**src/rtl/core/fbpa_pkg.sv**
```systemverilog
// ----------------------------------------------------------------------------
// fbpa_pkg
// Shared types and constants of the fixed block pool allocator.
// ----------------------------------------------------------------------------
package fbpa_pkg;

  localparam int CFG_W   = 32;  // widest configuration register
  localparam int BYTES_W = 16;  // block size register
  localparam int COUNT_W = 9;   // block count register, used count

  localparam logic [COUNT_W-1:0] USED_MAX = '1;

  typedef enum logic [1:0] {
    REG_POOL_BASE   = 2'd0,
    REG_BLOCK_BYTES = 2'd1,
    REG_BLOCK_COUNT = 2'd2,
    REG_UNUSED      = 2'd3
  } cfg_reg_t;

  typedef enum logic [1:0] {
    OP_INIT  = 2'd0,
    OP_ALLOC = 2'd1,
    OP_FREE  = 2'd2,
    OP_QUERY = 2'd3
  } op_t;

  typedef enum logic [1:0] {
    ST_OK      = 2'd0,
    ST_BAD_LEN = 2'd1,
    ST_EMPTY   = 2'd2,
    ST_REJECT  = 2'd3
  } status_t;

  typedef enum logic [2:0] {
    S_IDLE,
    S_INIT,
    S_ALLOC_RD,
    S_ALLOC_ADD,
    S_DIV,
    S_EMIT
  } state_t;

  // divider status towards the controller
  typedef struct packed {
    logic done;
    logic rem_zero;
  } div_stat_t;

endpackage

```
**src/rtl/core/fixed_block_pool_allocator.sv**
```systemverilog
// ----------------------------------------------------------------------------
// fixed_block_pool_allocator
// Free-list allocator for a pool of equal blocks; links live in one RAM.
// Init writes one link per cycle through the single RAM write port; the free
// path runs through the bit-serial divider.
// One request at a time: a new request is not taken until the previous one has
// left the emit step. A new request is taken while a result waits in the
// output register.
// Synchronous reset empties the free list, zeroes the used count and loads the
// register defaults; the link RAM is not cleared and only holds meaning after
// an init.
// ----------------------------------------------------------------------------
module fixed_block_pool_allocator import fbpa_pkg::*; #(
  parameter int POOL_DEPTH = 256,
  parameter int ADDR_WIDTH = 32
) (
  input  logic                  clk,
  input  logic                  rst,
  // configuration
  input  logic                  cfg_write,
  input  logic [1:0]            cfg_index,
  input  logic [CFG_W-1:0]      cfg_data,
  // request channel
  input  logic                  in_valid,
  output logic                  in_stall,
  input  logic [1:0]            operation,
  input  logic [ADDR_WIDTH-1:0] address,
  // result channel
  output logic                  out_valid,
  input  logic                  out_stall,
  output logic [1:0]            status,
  output logic [ADDR_WIDTH-1:0] block_address,
  output logic [COUNT_W-1:0]    used_count
);

  // index into the link RAM, and a link that can also hold the end marker
  localparam int IDX_W  = $clog2(POOL_DEPTH);
  localparam int LINK_W = $clog2(POOL_DEPTH + 1);
  localparam int CMP_W  = (LINK_W > COUNT_W) ? LINK_W : COUNT_W;
  localparam int QW     = (ADDR_WIDTH > CMP_W) ? ADDR_WIDTH : CMP_W;
  localparam int PROD_W = IDX_W + BYTES_W;
  localparam logic [LINK_W-1:0] LINK_END = LINK_W'(POOL_DEPTH);

  state_t state, state_next;

  // configuration registers
  logic [CFG_W-1:0]   pool_base;
  logic [BYTES_W-1:0] block_bytes;
  logic [COUNT_W-1:0] block_count;

  // allocator state outside the RAM
  logic [LINK_W-1:0]  free_head;
  logic [COUNT_W-1:0] blocks_used;

  // per-request working registers
  logic [IDX_W-1:0]      init_cnt;
  logic [IDX_W-1:0]      init_last;
  logic [PROD_W-1:0]     prod;
  status_t               res_status;
  logic [ADDR_WIDTH-1:0] res_addr;

  // link RAM ports
  logic              ram_we;
  logic [IDX_W-1:0]  ram_waddr;
  logic [LINK_W-1:0] ram_wdata;
  logic [LINK_W-1:0] ram_rdata;

  // divider
  logic                  div_start;
  div_stat_t             div_stat;
  logic [ADDR_WIDTH-1:0] quot;

  // decode
  logic                  in_accept;
  logic                  out_free;
  op_t                   op_in;
  logic [ADDR_WIDTH-1:0] base_m;
  logic [ADDR_WIDTH-1:0] offset;
  logic                  count_bad;
  logic                  head_empty;
  logic                  free_pre_bad;
  logic                  free_ok;
  logic [LINK_W-1:0]     link_in;

  assign in_stall  = (state != S_IDLE);
  assign in_accept = in_valid && !in_stall;
  assign out_free  = !out_valid || !out_stall;
  assign op_in     = op_t'(operation);

  assign base_m       = ADDR_WIDTH'(pool_base);
  assign offset       = address - base_m;
  assign count_bad    = (block_count == '0) || (CMP_W'(block_count) > CMP_W'(POOL_DEPTH));
  assign head_empty   = (free_head >= LINK_END);
  assign free_pre_bad = (address < base_m) || (block_bytes == '0);
  // exact multiple, and the index lies inside both the pool and the RAM
  assign free_ok      = div_stat.rem_zero
                        && (QW'(quot) < QW'(block_count))
                        && (QW'(quot) < QW'(POOL_DEPTH));
  // a link past the end marker is clamped to it
  assign link_in      = (ram_rdata > LINK_END) ? LINK_END : ram_rdata;

  fbpa_ram #(
    .WIDTH (LINK_W),
    .DEPTH (POOL_DEPTH)
  ) u_link_ram (
    .clk   (clk),
    .we    (ram_we),
    .waddr (ram_waddr),
    .wdata (ram_wdata),
    .raddr (free_head[IDX_W-1:0]),
    .rdata (ram_rdata)
  );

  fbpa_div #(
    .DW (ADDR_WIDTH)
  ) u_div (
    .clk      (clk),
    .rst      (rst),
    .start    (div_start),
    .dividend (offset),
    .divisor  (block_bytes),
    .stat     (div_stat),
    .quotient (quot)
  );

  // state register
  always_ff @(posedge clk) begin
    if (rst) begin
      state <= S_IDLE;
    end else begin
      state <= state_next;
    end
  end

  // next state, RAM write and divider start
  always_comb begin
    state_next = state;
    ram_we     = 1'b0;
    ram_waddr  = init_cnt;
    ram_wdata  = (init_cnt == init_last) ? LINK_END : LINK_W'(init_cnt) + 1'b1;
    div_start  = 1'b0;
    unique case (state)
      S_IDLE: begin
        if (in_accept) begin
          unique case (op_in)
            OP_INIT:  state_next = count_bad ? S_EMIT : S_INIT;
            OP_ALLOC: state_next = head_empty ? S_EMIT : S_ALLOC_RD;
            OP_FREE: begin
              if (free_pre_bad) begin
                state_next = S_EMIT;
              end else begin
                div_start  = 1'b1;
                state_next = S_DIV;
              end
            end
            OP_QUERY: state_next = S_EMIT;
            default:  state_next = S_EMIT;
          endcase
        end
      end
      S_INIT: begin
        // chain i -> i + 1, last entry ends the list
        ram_we = 1'b1;
        if (init_cnt == init_last) begin
          state_next = S_EMIT;
        end
      end
      S_ALLOC_RD:  state_next = S_ALLOC_ADD;
      S_ALLOC_ADD: state_next = S_EMIT;
      S_DIV: begin
        if (div_stat.done) begin
          // push the freed index in front of the head
          ram_we     = free_ok;
          ram_waddr  = quot[IDX_W-1:0];
          ram_wdata  = free_head;
          state_next = S_EMIT;
        end
      end
      S_EMIT: begin
        if (out_free) begin
          state_next = S_IDLE;
        end
      end
      default: state_next = S_IDLE;
    endcase
  end

  // configuration, allocator state and result registers
  always_ff @(posedge clk) begin
    if (rst) begin
      pool_base   <= '0;
      block_bytes <= BYTES_W'(1);
      block_count <= '0;
      free_head   <= LINK_END;
      blocks_used <= '0;
      out_valid   <= 1'b0;
    end else begin
      if (cfg_write) begin
        case (cfg_reg_t'(cfg_index))
          REG_POOL_BASE:   pool_base   <= cfg_data;
          REG_BLOCK_BYTES: block_bytes <= cfg_data[BYTES_W-1:0];
          REG_BLOCK_COUNT: block_count <= cfg_data[COUNT_W-1:0];
          default: ;
        endcase
      end

      // drained result; the emit step reloads it in the same cycle itself
      if (out_valid && !out_stall && state != S_EMIT) begin
        out_valid <= 1'b0;
      end

      case (state)
        S_IDLE: begin
          if (in_accept) begin
            init_cnt   <= '0;
            init_last  <= IDX_W'(CMP_W'(block_count) - 1'b1);
            res_addr   <= '0;
            case (op_in)
              OP_INIT:  res_status <= count_bad ? ST_BAD_LEN : ST_OK;
              OP_ALLOC: res_status <= head_empty ? ST_EMPTY : ST_OK;
              OP_FREE:  res_status <= free_pre_bad ? ST_REJECT : ST_OK;
              default:  res_status <= ST_OK;
            endcase
          end
        end
        S_INIT: begin
          init_cnt <= init_cnt + 1'b1;
          if (init_cnt == init_last) begin
            free_head   <= '0;
            blocks_used <= '0;
          end
        end
        S_ALLOC_RD: begin
          // link of the popped block is in from the RAM now
          free_head <= link_in;
          prod      <= PROD_W'(free_head[IDX_W-1:0]) * PROD_W'(block_bytes);
          if (blocks_used != USED_MAX) begin
            blocks_used <= blocks_used + 1'b1;
          end
        end
        S_ALLOC_ADD: begin
          res_addr <= base_m + ADDR_WIDTH'(prod);
        end
        S_DIV: begin
          if (div_stat.done) begin
            if (free_ok) begin
              free_head <= LINK_W'(quot);
              if (blocks_used != '0) begin
                blocks_used <= blocks_used - 1'b1;
              end
            end else begin
              res_status <= ST_REJECT;
            end
          end
        end
        S_EMIT: begin
          if (out_free) begin
            out_valid     <= 1'b1;
            status        <= res_status;
            block_address <= res_addr;
            used_count    <= blocks_used;
          end
        end
        default: ;
      endcase
    end
  end

  // head is a real index or the end marker
  a_head_range: assert property (@(posedge clk) disable iff (rst)
    free_head <= LINK_END)
    else $error("free list head out of range");

  // links are only written by init walk or a free push
  a_ram_we_state: assert property (@(posedge clk) disable iff (rst)
    ram_we |-> (state == S_INIT || state == S_DIV))
    else $error("link RAM written outside init or free");

  // used count only moves in the last init step, the allocate read step or the free step
  a_used_moves: assert property (@(posedge clk) disable iff (rst)
    !$stable(blocks_used) |->
      ($past(state) == S_INIT || $past(state) == S_ALLOC_RD || $past(state) == S_DIV))
    else $error("used count changed outside an update step");

  // a result only appears from the emit step
  a_out_from_emit: assert property (@(posedge clk) disable iff (rst)
    $rose(out_valid) |-> $past(state) == S_EMIT)
    else $error("result raised outside emit");

  // divider is never restarted while a free is pending
  a_div_start: assert property (@(posedge clk) disable iff (rst)
    div_start |-> state == S_IDLE)
    else $error("divider started outside idle");

endmodule

```
**src/rtl/core/fbpa_ram.sv**
```systemverilog
// ----------------------------------------------------------------------------
// fbpa_ram
// Generic single write, single read RAM with registered read data.
// ----------------------------------------------------------------------------
module fbpa_ram #(
  parameter int WIDTH = 9,
  parameter int DEPTH = 256
) (
  input  logic                     clk,
  input  logic                     we,
  input  logic [$clog2(DEPTH)-1:0] waddr,
  input  logic [WIDTH-1:0]         wdata,
  input  logic [$clog2(DEPTH)-1:0] raddr,
  output logic [WIDTH-1:0]         rdata
);

  logic [WIDTH-1:0] mem [DEPTH];

  always_ff @(posedge clk) begin
    if (we) begin
      mem[waddr] <= wdata;
    end
    rdata <= mem[raddr];
  end

endmodule

```
**src/rtl/core/fbpa_div.sv**
```systemverilog
// ----------------------------------------------------------------------------
// fbpa_div
// Radix-2 restoring divider, one quotient bit per cycle.
// ----------------------------------------------------------------------------
module fbpa_div import fbpa_pkg::*; #(
  parameter int DW = 32
) (
  input  logic               clk,
  input  logic               rst,
  input  logic               start,
  input  logic [DW-1:0]      dividend,
  input  logic [BYTES_W-1:0] divisor,
  output div_stat_t          stat,
  output logic [DW-1:0]      quotient
);

  localparam int CNT_W = $clog2(DW + 1);

  logic               busy;
  logic               done;
  logic [CNT_W-1:0]   cnt;
  logic [DW-1:0]      quo;
  logic [BYTES_W-1:0] rem;
  logic [BYTES_W-1:0] dsr;
  logic [BYTES_W:0]   trial;
  logic [BYTES_W:0]   diff;
  logic               fits;

  assign trial = {rem, quo[DW-1]};
  assign fits  = trial >= {1'b0, dsr};
  assign diff  = trial - {1'b0, dsr};

  always_ff @(posedge clk) begin
    if (rst) begin
      busy <= 1'b0;
      done <= 1'b0;
    end else begin
      done <= 1'b0;
      if (start) begin
        busy <= 1'b1;
        cnt  <= '0;
        quo  <= dividend;
        rem  <= '0;
        dsr  <= divisor;
      end else if (busy) begin
        rem <= fits ? diff[BYTES_W-1:0] : trial[BYTES_W-1:0];
        quo <= {quo[DW-2:0], fits};
        cnt <= cnt + 1'b1;
        if (cnt == CNT_W'(DW - 1)) begin
          busy <= 1'b0;
          done <= 1'b1;
        end
      end
    end
  end

  assign stat.done     = done;
  assign stat.rem_zero = (rem == '0);
  assign quotient      = quo;

endmodule
```
**config.mk**
```make
export PLATFORM = sky130hd
export DESIGN_NAME = fixed_block_pool_allocator
export DESIGN_NICKNAME = d
export VERILOG_FILES = /design/src/rtl/core/fbpa_pkg.sv /design/src/rtl/core/fixed_block_pool_allocator.sv /design/src/rtl/core/fbpa_ram.sv /design/src/rtl/core/fbpa_div.sv
export SDC_FILE = /design/constraint.sdc
export NUM_CORES = 2
export LEC_CHECK = 0
export ABC_AREA = 0
export BUFFER_PORTS_ARGS = -buffer_cell sky130_fd_sc_hd__buf_2
export CORE_MARGIN = 3
export CORE_UTILIZATION = 50
export CTS_CLUSTER_SIZE = 20
export DETAILED_ROUTE_END_ITERATION = 12
export PLACE_DENSITY = 0.65
export SYNTH_ARGS = -nofsm -noshare
export SYNTH_HDL_FRONTEND = slang
export SYNTH_SLANG_ARGS = --single-unit
```
**constraint.sdc**
```tcl
create_clock -name clk -period 21.3 [get_ports clk]
set_clock_uncertainty 0.1 [all_clocks]
set_input_delay 6.39 -clock clk [delete_from_list [all_inputs] [get_ports clk]]
set_output_delay 6.39 -clock clk [all_outputs]
set_load 0.02 [all_outputs]
```
==> out/results.tsv <==
stage	metric	value	unit
run_status	outcome	complete, no violations	
timing	hold slack final	0.317	ns
worst_setup_path	Critical-path top delay cell	nor2_1	
cts	Resized cells post-CTS	0	
timing	Finish-stage setup viols	0	
worst_setup_path	CP Data Arrival Time	10.38	ns
cts	post-CTS setup buffer count	0	
worst_setup_path	FF-to-FF End	u_link_ram.rdata[0]$_DFF_P_	
floorplanning	Initial Util	50.4	%
routing	DR vias/cell	6.10	
timing	unrepaired setup endpoints after global routing	no	
worst_setup_path	reg2reg setup slack	14.65	ns
synthesis	Synth Cell Area	107000	sq um
global_routing	largest net degree at the start of global routing	257	
cts	Clock Tree Root	clkbuf_16	
routing	DRT Wirelength	250000	um
cts	CTS tree	done	
min_path	min-delay worst type	reg2reg	
floorplanning	Core ar.	213000	sq um
placed_design	Port Buffers	117	
global_routing	initial antenna violation count	15	
synthesis	Yosys reg bits	2581	
routing	routed len/inst	28.6	um
placed_design	Cell Count Post-Placement	8278	
worst_setup_path	CP peak stage delay	0.98	ns
routing	Final ANT Viol Nets	0	
min_path	hold path start	res_addr[24]$_SDFFCE_PN0P_	
cts	Clk Latency, worst-skew pair	0.93	ns
routing	1st-pass router iterations	6	
synthesis	post-synthesis sequential area ratio	71.4	%
floorplanning	Die Width	469	um
timing	maximum clock frequency	0.100	GHz
timing	Rel. slew slack	5.75	%
job	total of max-cap violations	0	
floorplanning	row cnt	169	
placed_design	DP HPWL	153000	um
worst_setup_path	Worst setup EP type	flop	
worst_setup_path	crit path cell chain	buf_2, inv_1, ha_1, fa_1, nor2b_1, o31a_1, o211ai_1, a31oi_1, a21oi_1, o2bb2ai_1, nand2_2, buf_4, nor2_1	
floorplanning	full die area	220000	sq um
synthesis	Syn Area/Cell	19.4	sq um
synthesis	Synth area leader	edfxtp_1	
timing	Final min period	10.0	ns
pwr	Worst VDD drop	0.0000861	V
placed_design	routability cong.	0.885	
pwr	cell area power density	96.5	nW/um^2
synthesis	Yosys warnings	0	
timing	Worst Slack Setup Final	11.30	ns
timing	Setup TNS	0	ns
worst_setup_path	worst-path maximum fanout	58	
layout	area grow syn2layout	11.7	%
min_path	Hold Path End	block_address[24]$_DFFE_PP_	
worst_setup_path	worst reg-to-reg path cell count	8	
floorplanning	Die Ht	469	um
synthesis	count leader, synth	edfxtp_1	
timing	Slew Viols, Final	0	
worst_setup_path	Worst EP required	21.69	ns
synthesis	Mapped Cells	5545	
global_routing	vias in the first global route	53900	
synthesis	top_reg_cell synth	edfxtp_1	
global_routing	Tot GR Track Use	22.7	%
placed_design	pre-CTS WS	10.47	ns
cts	Num CTS Buffers	279	
routing	total number of vias	53500	
cts	Clock transition at path regs	0.06	ns
layout	layout cells sized above 1	23.2	%
timing	period utilisation layout	46.9	%
cts	total number of H-tree levels	5	
timing	Slew @ Worst Pin	1.40	ns
worst_setup_path	CP Launch Type	primary input	
global_routing	global-route wire length before repair	371000	um
worst_setup_path	Top Family by Delay on Critical Path	compound AO/OA/AOI/OAI gates	
layout	number of fill cells	15800	
pwr	leak pwr	38.4	nW
synthesis	Post-synth EDFFs	2491	
synthesis	synth top area cells	edfxtp_1 70%, mux4_2 16%, dfxtp_1 1.7%	
min_path	Worst Hold Depth	0	
global_routing	Overflow after GRT	0	
worst_setup_path	Worst Path Buf+Inv	3	
worst_setup_path	r2r startpoint	free_head[0]$_SDFFE_PP0P_	
synthesis	post-synth top area share	69.7	%
floorplanning	IO Pins	118	
cts	CTS Hold Buffers Added	0	
synthesis	fraction of registers with async set or reset after synthesis	0	%
synthesis	Post-Syn Nets	5841	
worst_setup_path	critical path type	in2reg	
synthesis	most instantiated cells after synthesis	2491 x edfxtp_1, 766 x mux4_2, 396 x nor2_1	
layout	Layout Cells excl Fill	8761	
synthesis	Yosys cell types	69	
routing	drt drc	0	
layout	nets	6035	
routing	initial detailed-routing violation count	5537	
cts	CTS Buffer Depth	4	
timing	Fin. Hold Viols	0	
cts	clock sinks	2581	
-- worst max-delay path by stage --
stage / start / to / slack [ns] / cells after the start
5_1_grt: address[0] / u_div.dsr[2]$_DFFE_PP_ / 11.00 / 13
4_1_cts: address[0] / u_div.dsr[4]$_DFFE_PP_ / 11.39 / 13
3_3_place_gp: address[0] / u_div.dsr[2]$_DFFE_PP_ / 10.54 / 13
6_report: address[0] / u_div.dsr[4]$_DFFE_PP_ / 11.30 / 13
2_1_floorplan: state[1]$_SDFFE_PP0P_ / u_link_ram.mem[0][7]$_DFFE_PP_ / 7.38 / 7
3_5_place_dp: address[0] / u_div.dsr[4]$_DFFE_PP_ / 10.47 / 13
-- cell usage in the layout (no fill, tap or decap), types with 11 or more instances in the layout --
master,synthesis,routed
nor3_1,33,32
o21a_1,19,19
xor2_1,34,34
dfxtp_1,90,85
bufinv_16,0,22
xnor2_1,70,70
fa_1,88,88
nand4_1,18,18
clkbuf_16,0,286
nand2b_1,15,15
inv_1,195,195
buf_2,62,116
nand3_1,32,31
nand3b_1,23,23
or3_1,17,17
mux2i_1,35,35
clkinv_1,1,56
mux4_2,766,766
a21o_1,41,41
nor2b_1,13,13
ha_1,135,135
nand2_1,257,256
o21ai_1,49,45
clkinv_2,0,43
and3_1,11,11
a21oi_1,129,126
a211oi_1,18,18
and2_1,101,101
buf_4,0,79
o211ai_1,24,24
clkbuf_1,198,45
edfxtp_1,2491,2491
o21ai_0,31,30
nor4_1,23,23
nor2_1,396,393
-- final cells by class --
cell class | count | area (sq um) | share of cell area, %
sequential | 2581 | 76600 | 63.9
multi-input combinational | 2474 | 28900 | 24.1
clock buffer | 336 | 7390 | 6.17
tap | 2821 | 3530 | 2.95
timing repair buffer | 202 | 1320 | 1.10
clock inverter | 138 | 1260 | 1.05
inverter | 201 | 764 | 0.638
antenna | 8 | 20.0 | 0.0167
-- flip-flops by register name, indices dropped and copies added, names as in the netlist, 2 cells and up --
| signal | flops |
|---|---|
| res_addr | 32 |
| res_status | 2 |
| u_div.cnt | 6 |
| block_count | 9 |
| u_link_ram.mem | 2304 |
| block_address | 32 |
| state | 3 |
| u_div.quotient | 32 |
| blocks_used | 9 |
| u_div.dsr | 16 |
| u_link_ram.rdata | 9 |
| prod | 24 |
| block_bytes | 16 |
| status | 2 |
| base_m | 32 |
| used_count | 9 |
| init_last | 8 |
| u_div.rem | 16 |
| init_cnt | 8 |
| free_head | 9 |
-- power by group --
group	switching (mW)	internal, mW
sequential	0.0394	6.03
clock	1.90	2.73
combinational	0.712	0.148
-- stage by stage --
| step | total power [mW] | cell area [sq um] | util (%) |
|---|---|---|---|
| after global routing | 11.9 | 120000 | 56.3 |
| after floorplan | 6.82 | 107000 | - |
| after detailed placement | 7.04 | 111000 | 52.2 |
| after global placement | 6.99 | 111000 | 52.2 |
| after CTS | 11.7 | 120000 | 56.3 |
| final | 11.6 | 120000 | 56.3 |
-- kinds of logic after synthesis --
kind of cell | synth area share [%]
flip-flops | 71.4
AND/OR/NAND/NOR | 4.05
AO/OA/AOI/OAI | 2.26
XOR/XNOR | 0.849
buffers and inverters | 1.79
adder cells (fa/ha/maj) | 3.22
multiplexers | 16.4
-- metal layers --
metal | part of all wire (%) | track usage, % | up-vias
li1 | - | - | 22700
met1 | 42 | 33.2 | 28400
met2 | 48 | 35.8 | 2041
met3 | 7.7 | 4.47 | 360
met4 | 2.2 | 5.73 | 0
met5 | 0 | 0 | -
Power figures use the tool's default switching activity.
